## src/design/urdc_pkg.sv

```systemverilog
// Shared types and constants for the ultrasonic range digit controller.
// No dependencies; the control, output-buffer and top-level files use it.
package urdc_pkg;

   localparam int TICK_WIDTH = 16;
   localparam int UNIT_WIDTH = 8;
   localparam int DIGIT_WIDTH = 4;
   localparam int SEG_WIDTH = 8;
   localparam int CSR_INDEX_WIDTH = 2;
   localparam int CSR_DATA_WIDTH = 16;
   localparam int REQ_DATA_WIDTH = 8;
   localparam int RSP_DATA_WIDTH = 16;

   // Register indexes on the configuration port.
   localparam logic [CSR_INDEX_WIDTH-1:0] CSR_TRIGGER_TICKS = 2'd0;
   localparam logic [CSR_INDEX_WIDTH-1:0] CSR_HOLDOFF_TICKS = 2'd1;
   localparam logic [CSR_INDEX_WIDTH-1:0] CSR_TICKS_PER_UNIT = 2'd2;

   localparam logic [TICK_WIDTH-1:0] TRIGGER_TICKS_RESET = 16'd10;
   localparam logic [TICK_WIDTH-1:0] HOLDOFF_TICKS_RESET = 16'd60000;
   localparam logic [UNIT_WIDTH-1:0] TICKS_PER_UNIT_RESET = 8'd56;

   localparam logic [DIGIT_WIDTH-1:0] UNIT_MAX = 4'd10;
   localparam logic [SEG_WIDTH-1:0] DOT_ONLY = 8'h80;

   // Measurement cycle phases, one-hot.
   typedef enum logic [3:0] {
      PH_TRIGGER = 4'b0001,
      PH_WAIT    = 4'b0010,
      PH_MEASURE = 4'b0100,
      PH_HOLDOFF = 4'b1000
   } phase_type;

   typedef struct packed {
      logic [TICK_WIDTH-1:0] trigger_ticks;
      logic [TICK_WIDTH-1:0] holdoff_ticks;
      logic [UNIT_WIDTH-1:0] ticks_per_unit;
   } cfg_type;

   typedef struct packed {
      logic                 measure_done;
      logic                 led_on;
      logic [SEG_WIDTH-1:0] segment_bits;
      logic                 trigger_level;
   } rsp_type;

   // Seven-segment pattern for one decimal digit, bit0 is segment a.
   function automatic logic [SEG_WIDTH-1:0] digit_pattern(input logic [DIGIT_WIDTH-1:0] digit);
      logic [SEG_WIDTH-1:0] pattern;
      case (digit)
         4'd0:    pattern = 8'h3f;
         4'd1:    pattern = 8'h06;
         4'd2:    pattern = 8'h5b;
         4'd3:    pattern = 8'h4f;
         4'd4:    pattern = 8'h66;
         4'd5:    pattern = 8'h6d;
         4'd6:    pattern = 8'h7d;
         4'd7:    pattern = 8'h07;
         4'd8:    pattern = 8'h7f;
         4'd9:    pattern = 8'h6f;
         default: pattern = DOT_ONLY;
      endcase
      return pattern;
   endfunction

endpackage

```

## src/design/urdc_phase_ctrl.sv

```systemverilog
// Phase sequencer for the range controller: trigger, echo wait, echo measure
// and holdoff, with the tick and unit counters. Depends on urdc_pkg.
module urdc_phase_ctrl #(
   parameter int COUNT_WIDTH = 16
) (
   input  logic             clock,
   input  logic             reset,
   input  logic             tick_valid,
   input  logic             echo_level,
   input  urdc_pkg::cfg_type cfg,
   output urdc_pkg::rsp_type result
);

   localparam int CMP_WIDTH = ((COUNT_WIDTH > urdc_pkg::TICK_WIDTH) ?
                               COUNT_WIDTH : urdc_pkg::TICK_WIDTH) + 1;

   urdc_pkg::phase_type phase_ff, phase_in;
   logic [COUNT_WIDTH-1:0] phase_ticks_ff, phase_ticks_in;
   logic [urdc_pkg::UNIT_WIDTH-1:0] sub_ticks_ff, sub_ticks_in;
   logic [urdc_pkg::DIGIT_WIDTH-1:0] unit_count_ff, unit_count_in;
   logic [urdc_pkg::SEG_WIDTH-1:0] shown_segments_ff, shown_segments_in;
   logic shown_led_ff, shown_led_in;

   // Phase tick counter step, shared by the trigger and holdoff phases.
   logic [urdc_pkg::TICK_WIDTH-1:0] raw_limit;
   logic [CMP_WIDTH-1:0] limit_ext;
   logic [CMP_WIDTH-1:0] ticks_next;
   logic [CMP_WIDTH-1:0] count_mask;
   logic ticks_saturated;
   logic phase_over;
   logic [COUNT_WIDTH-1:0] ticks_stepped;

   // Echo unit counter step.
   logic [urdc_pkg::UNIT_WIDTH-1:0] unit_size;
   logic [urdc_pkg::UNIT_WIDTH:0] sub_next;
   logic unit_wrap;
   logic [urdc_pkg::UNIT_WIDTH-1:0] sub_after;
   logic [urdc_pkg::DIGIT_WIDTH-1:0] units_after;

   assign raw_limit = (phase_ff == urdc_pkg::PH_TRIGGER) ? cfg.trigger_ticks
                                                         : cfg.holdoff_ticks;
   assign limit_ext = (raw_limit == '0) ? CMP_WIDTH'(1)
                      : {{(CMP_WIDTH-urdc_pkg::TICK_WIDTH){1'b0}}, raw_limit};
   assign ticks_next = {{(CMP_WIDTH-COUNT_WIDTH){1'b0}}, phase_ticks_ff} + CMP_WIDTH'(1);
   assign count_mask = {{(CMP_WIDTH-COUNT_WIDTH){1'b0}}, {COUNT_WIDTH{1'b1}}};
   assign ticks_saturated = (ticks_next >= count_mask);
   assign phase_over = ticks_saturated || (ticks_next >= limit_ext);
   assign ticks_stepped = ticks_saturated ? {COUNT_WIDTH{1'b1}}
                                          : ticks_next[COUNT_WIDTH-1:0];

   // The wait phase starts a fresh count, so the step works from zero there.
   always_comb begin
      logic [urdc_pkg::UNIT_WIDTH-1:0] sub_base;
      logic [urdc_pkg::DIGIT_WIDTH-1:0] units_base;
      sub_base = (phase_ff == urdc_pkg::PH_WAIT) ? '0 : sub_ticks_ff;
      units_base = (phase_ff == urdc_pkg::PH_WAIT) ? '0 : unit_count_ff;
      unit_size = (cfg.ticks_per_unit == '0) ? urdc_pkg::UNIT_WIDTH'(1) : cfg.ticks_per_unit;
      sub_next = {1'b0, sub_base} + (urdc_pkg::UNIT_WIDTH+1)'(1);
      unit_wrap = (sub_next >= {1'b0, unit_size});
      sub_after = unit_wrap ? '0 : sub_next[urdc_pkg::UNIT_WIDTH-1:0];
      if (unit_wrap && (units_base < urdc_pkg::UNIT_MAX)) begin
         units_after = units_base + urdc_pkg::DIGIT_WIDTH'(1);
      end else begin
         units_after = units_base;
      end
   end

   always_comb begin
      phase_in = phase_ff;
      phase_ticks_in = phase_ticks_ff;
      sub_ticks_in = sub_ticks_ff;
      unit_count_in = unit_count_ff;
      shown_segments_in = shown_segments_ff;
      shown_led_in = shown_led_ff;
      result.trigger_level = 1'b0;
      result.measure_done = 1'b0;
      case (phase_ff)
         urdc_pkg::PH_TRIGGER: begin
            result.trigger_level = 1'b1;
            phase_ticks_in = phase_over ? '0 : ticks_stepped;
            if (phase_over) begin
               phase_in = urdc_pkg::PH_WAIT;
            end
         end
         urdc_pkg::PH_WAIT: begin
            if (echo_level) begin
               phase_in = urdc_pkg::PH_MEASURE;
               sub_ticks_in = sub_after;
               unit_count_in = units_after;
            end
         end
         urdc_pkg::PH_MEASURE: begin
            if (echo_level) begin
               sub_ticks_in = sub_after;
               unit_count_in = units_after;
            end else begin
               if (unit_count_ff < urdc_pkg::UNIT_MAX) begin
                  shown_segments_in = urdc_pkg::digit_pattern(unit_count_ff);
                  shown_led_in = 1'b1;
               end else begin
                  shown_segments_in = urdc_pkg::DOT_ONLY;
                  shown_led_in = 1'b0;
               end
               result.measure_done = 1'b1;
               phase_ticks_in = '0;
               phase_in = (cfg.holdoff_ticks == '0) ? urdc_pkg::PH_TRIGGER
                                                    : urdc_pkg::PH_HOLDOFF;
            end
         end
         urdc_pkg::PH_HOLDOFF: begin
            phase_ticks_in = phase_over ? '0 : ticks_stepped;
            if (phase_over) begin
               phase_in = urdc_pkg::PH_TRIGGER;
            end
         end
         default: begin
            phase_in = urdc_pkg::PH_TRIGGER;
            phase_ticks_in = '0;
         end
      endcase
      result.segment_bits = shown_segments_in;
      result.led_on = shown_led_in;
   end

   always_ff @(posedge clock) begin
      if (reset) begin
         phase_ff <= urdc_pkg::PH_TRIGGER;
         phase_ticks_ff <= '0;
         sub_ticks_ff <= '0;
         unit_count_ff <= '0;
         shown_segments_ff <= '0;
         shown_led_ff <= 1'b0;
      end else if (tick_valid) begin
         phase_ff <= phase_in;
         phase_ticks_ff <= phase_ticks_in;
         sub_ticks_ff <= sub_ticks_in;
         unit_count_ff <= unit_count_in;
         shown_segments_ff <= shown_segments_in;
         shown_led_ff <= shown_led_in;
      end
   end

endmodule

```

## src/design/urdc_out_buffer.sv

```systemverilog
// Two-entry output buffer (result register plus skid register) for the
// range controller's result stream. Depends on urdc_pkg.
module urdc_out_buffer (
   input  logic              clock,
   input  logic              reset,
   input  logic              in_valid,
   output logic              in_ready,
   input  urdc_pkg::rsp_type in_data,
   output logic              out_valid,
   input  logic              out_ready,
   output urdc_pkg::rsp_type out_data
);

   logic out_valid_ff;
   urdc_pkg::rsp_type out_data_ff;
   logic skid_valid_ff;
   urdc_pkg::rsp_type skid_data_ff;
   logic in_take;
   logic out_take;

   assign in_ready = !skid_valid_ff;
   assign in_take = in_valid && in_ready;
   assign out_take = out_valid_ff && out_ready;
   assign out_valid = out_valid_ff;
   assign out_data = out_data_ff;

   always_ff @(posedge clock) begin
      if (reset) begin
         out_valid_ff <= 1'b0;
         skid_valid_ff <= 1'b0;
      end else if (out_take) begin
         if (skid_valid_ff) begin
            out_data_ff <= skid_data_ff;
            skid_valid_ff <= 1'b0;
         end else if (in_take) begin
            out_data_ff <= in_data;
         end else begin
            out_valid_ff <= 1'b0;
         end
      end else if (in_take) begin
         if (!out_valid_ff) begin
            out_data_ff <= in_data;
            out_valid_ff <= 1'b1;
         end else begin
            skid_data_ff <= in_data;
            skid_valid_ff <= 1'b1;
         end
      end
   end

endmodule

```

## src/design/ultrasonic_range_digit_controller_core.sv

```systemverilog
// Ultrasonic range finder controller with a one-digit seven-segment readout.
// Each request beat is one timer tick carrying the sampled echo level, and
// each one yields exactly one response beat with the trigger drive, the
// displayed segment pattern, the LED state and a flag marking the tick on
// which a new measurement appears. The block cycles through a trigger pulse,
// a wait for echo to rise, a measurement of the echo width in units of
// ticks_per_unit (saturating at ten), and a holdoff. Digits 0..9 show with
// the LED on; ten or more units show the dot alone with the LED off. A tick
// is taken in every clock cycle unless the request side stalls: the phase
// sequencer updates its state in the cycle the beat is accepted and the
// result is registered in a two-entry output buffer, so throughput is one
// beat per cycle without stalls. The request side stalls only while both
// entries hold unsent results. Configuration registers are written through
// the csr port and should only be changed while the block is idle.
// Depends on urdc_pkg, urdc_phase_ctrl and urdc_out_buffer.
module ultrasonic_range_digit_controller_core #(
   parameter int COUNT_WIDTH = 16
) (
   input  logic                                   clock,
   input  logic                                   reset,
   // Request stream. tdata: bit 0 echo_level, bits 7:1 zero.
   input  logic                                   req_tvalid,
   output logic                                   req_tready,
   input  logic [urdc_pkg::REQ_DATA_WIDTH-1:0]    req_tdata,
   // Response stream. tdata: bit 0 trigger_level, bits 8:1 segment_bits,
   // bit 9 led_on, bit 10 measure_done, bits 15:11 zero.
   output logic                                   rsp_tvalid,
   input  logic                                   rsp_tready,
   output logic [urdc_pkg::RSP_DATA_WIDTH-1:0]    rsp_tdata,
   // Configuration write port.
   input  logic                                   csr_we,
   input  logic [urdc_pkg::CSR_INDEX_WIDTH-1:0]   csr_index,
   input  logic [urdc_pkg::CSR_DATA_WIDTH-1:0]    csr_wdata
);

   urdc_pkg::cfg_type cfg_ff;
   urdc_pkg::rsp_type tick_result;
   urdc_pkg::rsp_type buffered;
   logic tick_accept;

   // Configuration registers; indexes outside the list are ignored.
   always_ff @(posedge clock) begin
      if (reset) begin
         cfg_ff.trigger_ticks <= urdc_pkg::TRIGGER_TICKS_RESET;
         cfg_ff.holdoff_ticks <= urdc_pkg::HOLDOFF_TICKS_RESET;
         cfg_ff.ticks_per_unit <= urdc_pkg::TICKS_PER_UNIT_RESET;
      end else if (csr_we) begin
         case (csr_index)
            urdc_pkg::CSR_TRIGGER_TICKS: begin
               cfg_ff.trigger_ticks <= csr_wdata;
            end
            urdc_pkg::CSR_HOLDOFF_TICKS: begin
               cfg_ff.holdoff_ticks <= csr_wdata;
            end
            urdc_pkg::CSR_TICKS_PER_UNIT: begin
               cfg_ff.ticks_per_unit <= csr_wdata[urdc_pkg::UNIT_WIDTH-1:0];
            end
            default: begin
            end
         endcase
      end
   end

   // A tick advances the sequencer only on the beat that is accepted.
   assign tick_accept = req_tvalid && req_tready;

   urdc_phase_ctrl #(
      .COUNT_WIDTH (COUNT_WIDTH)
   ) u_phase_ctrl (
      .clock      (clock),
      .reset      (reset),
      .tick_valid (tick_accept),
      .echo_level (req_tdata[0]),
      .cfg        (cfg_ff),
      .result     (tick_result)
   );

   urdc_out_buffer u_out_buffer (
      .clock     (clock),
      .reset     (reset),
      .in_valid  (req_tvalid),
      .in_ready  (req_tready),
      .in_data   (tick_result),
      .out_valid (rsp_tvalid),
      .out_ready (rsp_tready),
      .out_data  (buffered)
   );

   assign rsp_tdata = {5'b0, buffered.measure_done, buffered.led_on,
                       buffered.segment_bits, buffered.trigger_level};

endmodule

```

## config.mk

```make
export PLATFORM = sky130hd
export DESIGN_NAME = ultrasonic_range_digit_controller_core
export DESIGN_NICKNAME = d
export VERILOG_FILES = /design/src/design/urdc_pkg.sv /design/src/design/urdc_phase_ctrl.sv /design/src/design/urdc_out_buffer.sv /design/src/design/ultrasonic_range_digit_controller_core.sv
export SDC_FILE = /design/constraint.sdc
export NUM_CORES = 1
export LEC_CHECK = 0
export BUFFER_PORTS_ARGS = -buffer_cell sky130_fd_sc_hd__buf_2
export CAP_MARGIN = 0
export CELL_PAD_IN_SITES_DETAIL_PLACEMENT = 0
export CELL_PAD_IN_SITES_GLOBAL_PLACEMENT = 1
export CORE_UTILIZATION = 46
export DETAILED_ROUTE_END_ITERATION = 6
export GPL_TIMING_DRIVEN = 0
export PLACE_DENSITY = 0.77
export SLEW_MARGIN = 10
export SYNTH_ARGS = -nofsm -noshare
export SYNTH_HDL_FRONTEND = slang
export SYNTH_SLANG_ARGS = --single-unit
```

## constraint.sdc

```tcl
create_clock -name clock -period 5.65 [get_ports clock]
set_input_delay 0.2825 -clock clock [delete_from_list [all_inputs] [get_ports clock]]
set_output_delay 0.2825 -clock clock [all_outputs]
set_load 0.05 [all_outputs]
```

### After elaboration in Yosys (flattened, before gate mapping)

Memory sizes are Yosys's and may differ from the RTL's. A register that Yosys moved wholly into a read port is not among the register bits.
Index checks and enable logic that the tools add are counted.

| storage, ports and cells | value |
|---|---|
| register bits | 105 |
| bits in latches | 0 |
| bits in writable memories | 0 |
| ROM bits | 128 |
| output and inout bits | 18 |
| logic and storage cells | 105 |
| memories kept | 1 |

| cells by class | value |
|---|---|
| add/subtract/negate cells | 3 |
| multiply operators | 0 |
| div/mod/pow operators | 0 |
| magnitude comparators | 5 |
| equality and inequality tests | 13 |
| shift operators | 0 |
| muxes and demuxes | 37 |
| bitwise gates (word level) | 3 |
| reduce and logical (&&, ||, !) cells | 24 |

Memories:

| memory | words | bits a word | read ports | clocked after Yosys merged registers in | write ports | line | RTL |
|---|---|---|---|---|---|---|---|
| (name not given) | 16 | 8 | 1 | 1 | 0 | urdc_pkg.sv:50 | `case (digit)` |

Operators by type and width:

| cell | count |
|---|---|
| $mux W16 | 5 |
| $mux W11 | 5 |
| $mux W8 | 6 |
| $pmux W16 S3 | 1 |
| $mux W4 | 9 |
| $logic_not A16 Y1 | 2 |
| $add A16 B1 Y17 const B | 1 |
| $ge A17 B16 Y1 const B | 1 |
| $ge A17 B17 Y1 | 1 |
| $pmux W4 S4 | 1 |
| $mux W1 | 10 |
| $ne A2 B2 Y1 const B | 5 |
| $add A8 B1 Y9 const B | 1 |
| $ge A9 B8 Y1 | 1 |
| $reduce_and A3 Y1 | 3 |
| $logic_not A8 Y1 | 1 |
| $lt A4 B4 Y1 const B | 2 |
| $reduce_and A2 Y1 | 4 |
| $reduce_and A4 Y1 | 2 |
| $reduce_or A2 Y1 | 3 |
| $reduce_and A5 Y1 | 1 |
| $add A4 B1 Y4 const B | 1 |
| $eq A4 B1 Y1 const B | 1 |
| $eq A4 B2 Y1 const B | 1 |
| 11 further kinds | 17 |

### Depth between registers and ports, before layout

| logic depth | value |
|---|---|
| depth in word-level cells | 8 |
| gate-level depth with buffers | 21 |

### By module

Synthesis repeated with hierarchy kept, for this count alone.

| unflattened totals | value |
|---|---|
| cell total of the unflattened synthesis | 690 |
| area, all modules | 6363.6 um^2 |

By module, submodules not included:

| module | instances | cells each | area each (um^2) | seq. area each (um^2) |
|---|---|---|---|---|
| urdc_phase_ctrl | 1 | 473 | 3686.0 | 980.9 |
| ultrasonic_range_digit_controller_core | 1 | 170 | 1739.2 | 800.8 |
| urdc_out_buffer | 1 | 47 | 938.4 | 700.7 |

### Worst setup path before layout

No wires, ideal clock.

| timing | value |
|---|---|
| path type | reg2reg |
| start | reg u_phase_ctrl.phase_ff[1] |
| end | reg (tool-made name) |
| setup time | 0.067 ns |
| arrival | 4.165 ns |
| required time | 5.583 ns |
| path slack | 1.418 ns |
| cell stages (with the launch flop) | 19 |
| path through | dfxtp_1 nor4b_2 clkbuf_1 nor2b_1 ha_1 nand3_1 or3_1 a21oi_1 ha_1 nand3_1 or3_1 and3_1 buf_2 o311a_1 nor2_1 inv_1 ha_1 mux2_4 o21ai_2 |

RTL lines:

| element | line | RTL |
|---|---|---|
| start: declaration | urdc_phase_ctrl.sv:17 | `urdc_pkg::phase_type phase_ff, phase_in;` |
| start signal: assignment | urdc_phase_ctrl.sv:127 | `phase_ff <= urdc_pkg::PH_TRIGGER;` |
| start signal: assignment | urdc_phase_ctrl.sv:134 | `phase_ff <= phase_in;` |

==> implementation parameters <==
Parameter                              Value

Worst setup path
  Req. time, crit path ... 5.95 ns
  Worst R2R Setup Slack ... 0.64 ns
  Launch instance of the worst register-to-register path ... u_phase_ctrl.phase_ff[1]
  Start point of the critical path ... u_phase_ctrl.phase_ff[1]
  Number of cells on the worst reg-to-reg path ... 19
  Worst endpoint data arrival time ... 5.31 ns
  Critical setup path kind ... register to register
  Crit Path Max Fanout ... 10
  Crit path capture type ... register
  Nature of the critical path startpoint ... register

Logic synthesis
  Area fraction in and, or, nand and nor cells after synthesis ... 25.3%
  Gate count after technology mapping ... 722
  Async SR Flop Fraction ... 0%
  Flops & latches, synth ... 113
  Xor/xnor share of the synthesized area ... 2.88%
  Summed instance area of the synthesized netlist ... 6090 sq um
  Synthesized-area fraction occupied by adder cells ... 6.98%
  Netlist cell types ... 65
  Multiplexer share of the synthesized area ... 4.56%
  Total number of yosys warnings ... 0
  EDFF count, synth ... 22
  Dominant combinational cell family by area after synthesis ... simple AND/OR/NAND/NOR gates
  Share of the synthesized area in compound gates (AO/OA/AOI/OAI) ... 14.4%
  Sequential area share after synthesis ... 40.8%
  Leading register cell type out of synthesis ... dfxtp_1
  Average instance area after synthesis ... 8.44 sq um

STA
  Worst-case clock skew ... 0.00750 ns
  Worst-case setup margin in the final layout ... 0.639 ns
  Count of pins over their slew limit ... 0
  Post-Route Setup TNS ... 0 ns
  Max-slew headroom at the worst pin ... 41.9%
  Post-route fraction of the period consumed by the critical path ... 88.7%
  Number of endpoints with negative hold slack in the final report ... 0
  Maximum achievable frequency ... 0.200 GHz
  Worst hold margin ... 0.0935 ns
  Transition time at the pin with the least slew margin ... 0.868 ns
  RSZ-0062 raised after global routing ... false
  Shortest period the worst path allows ... 5.01 ns
  Final setup fails ... 0

Global route
  Maximum number of pins on one net before global-route repair ... 17
  Total GRT Usage ... 23.6%
  Total grt overflow ... 0
  Number of global-route vias before repair ... 4976
  Antenna violations before repair ... 0
  First-pass GRT wire length ... 24400 microns

Min path
  HP Class ... input port to register
  Hold wc startpoint ... csr_wdata[9]
  Worst hold path stage count ... 3
  Hold Crit Endpoint ... cfg_ff[17]

Drt
  Final ANT Viol Nets ... 0
  Total iterations of the first detailed-routing run ... 7
  Via-per-instance ratio ... 5.50
  DRC ... 0
  Overall via count from detail_route ... 5319
  Post-detailed-route wirelength per cell ... 15.6 microns
  Routed wire length ... 15000 microns
  Iter 0 DRT Violations ... 298

Layout
  Commonest non-fill, non-tap cell in the layout ... nand2_1
  Number of fill cells in the layout ... 1225
  Share of the core filled with cells in the final layout ... 55.5%
  Area growth, synth to finish ... 16.3%
  Most frequent cells in the layout ... nand2_1, dfxtp_1, a21oi_1
  Nets ... 847
  Share of cells above drive strength 1 ... 12.1%
  Ant. Diodes ... 0

Clocking
  Sinks on Clock Net ... 113
  Clock latency of the later-clocked register in the worst-skew pair ... 0.42 ns
  CTS clock-pin slew for the worst setup and hold paths ... 0.06 ns
  Clock buffers created by TritonCTS ... 17
  Root buffer selected by CTS ... clkbuf_16
  Number of hold-repair buffers added at the cts stage ... 0
  Maximum number of buffers from clock root to sink ... 2
  Number of resized instances in the post-cts repair step ... 0
  H-tree depth ... 4
  CTS tree ... built
  Setup Buffers After CTS ... 0

Pwr
  Total power density per cell area ... 358 nW/um^2
  Internal power summed over all cells ... 0.00173 W
  Clock power frac ... 40.5%
  Seq pwr share ... 35.6%
  Logic pwr share ... 23.9%
  Switching power summed over all nets ... 0.000800 W
  Reported leakage power ... 2.97 nW
  Peak supply drop ... 236 uV
  Proportion of total power due to net switching ... 31.6%

Floorplanning
  Die Footprint ... 13700 sq um
  Number of primary I/O pins ... 49
  Horizontal extent of the die ... 117 microns
  Row Count ... 41
  Initial standard-cell utilization of the core ... 47.7%
  Height of the chip ... 117 microns
  Placeable core region ... 12800 sq um

Placed design
  Port buffer count ... 35
  Final weighted congestion in routability-driven placement ... 0.907
  Setup slack after placement ... 0.686 ns
  HPWL Detailed ... 11300 microns

Outcome
  Outcome ... completed

Flow run
  Number of max-capacitance violations reported ... 0
## sequential cells by signal, summed over array words and instances, names as in the netlist, named ones only
name	flops
u_phase_ctrl.shown_led_ff	1
cfg_ff	40
u_phase_ctrl.phase_ticks_ff	16
u_phase_ctrl.phase_ff	4
u_phase_ctrl.unit_count_ff	4
u_phase_ctrl.shown_segments_ff	8
u_out_buffer.skid_valid_ff	1
u_out_buffer.skid_data_ff	11
u_out_buffer.out_valid	1
u_out_buffer.out_data	11
u_phase_ctrl.sub_ticks_ff	8
## per-layer routing
layer / track usage [%] / wire length [microns] / vias to the layer above
met2: 39.1 / 6990 / 113
li1: - / - / 2650
met3: 4.58 / 522 / 25
met5: 0 / 0 / -
met4: 9.28 / 257 / 0
met1: 30.4 / 7280 / 2531
## cell families after synthesis
family,count (synthesis)
compound gates,145
simple gates,309
fa+ha+maj,34
buf+inv,74
other cells,1
mux,26
xor+xnor,20
flops,113
## worst max path at each step
stage | to | slack, ns | cells past startpoint
floorplan | register | 1.42 | 18
global placement | register | 0.78 | 18
detailed placement | register | 0.69 | 19
CTS | register | 0.63 | 19
global route | register | 0.29 | 18
finish | register | 0.64 | 19
## power groups by stage
stage / Sequential [W] / Combinational [W] / Clock, W
finish: 0.000901 / 0.000606 / 0.00103
global route: 0.000907 / 0.000666 / 0.00108
CTS: 0.000901 / 0.000604 / 0.00104
detailed placement: 0.000918 / 0.000597 / 0
global placement: 0.000917 / 0.000587 / 0
floorplan: 0.000927 / 0.000427 / 0
## critical path: stages, from the launching register on
cell	delay [ns]
dfxtp_1	0.46
nor4b_2	0.50
clkbuf_1	0.45
nor2b_1	0.15
ha_1	0.25
nand3_1	0.16
or3_1	0.13
a21oi_1	0.09
ha_1	0.33
nand3_1	0.10
or3_1	0.46
and3_1	0.21
buf_2	0.19
o311a_1	0.44
nor2_1	0.26
ha_1	0.26
nand3_1	0.09
mux2i_1	0.15
a2111o_1	0.14
nand2_1	0.05
## cell type report
type / count / area (sq um) / area share, %
flip-flops and latches: 113 / 2480 / 35.0
repair buffers: 37 / 188 / 2.65
well taps: 172 / 215 / 3.04
plain buffers: 43 / 193 / 2.72
clock buffers: 18 / 429 / 6.06
multi-input cells: 539 / 3320 / 46.9
inverters: 31 / 116 / 1.64
clock inverters: 14 / 139 / 1.96
## cell usage after synthesis (8+ instances only)
master / count / share of area (%)
inv_1: 30 / 1.8
a21oi_1: 80 / 6.6
nand2b_1: 11 / 1.1
nand2_1: 121 / 7.5
a211oi_1: 9 / 1.1
dfxtp_1: 91 / 30
and3_1: 13 / 1.3
nand3b_1: 13 / 1.6
nand3_1: 36 / 3.0
nand4_1: 13 / 1.3
a31oi_1: 8 / 0.82
xor2_1: 8 / 1.2
nor2_1: 53 / 3.3
xnor2_1: 12 / 1.7
edfxtp_1: 22 / 11
o21ai_0: 16 / 1.3
clkbuf_1: 29 / 1.8
nor4_1: 9 / 0.92
mux2i_1: 24 / 3.9
ha_1: 34 / 7.0
## metrics by stage
stage	power, W	instance area [sq um]	std cells
final	0.00253	7080	967
after global routing	0.00265	7080	967
after CTS	0.00255	7080	967
after detailed placement	0.00151	6520	935
after global placement	0.00150	6500	933
after floorplan	0.00135	6110	726
No activity file was read; power rests on OpenSTA's default activity.
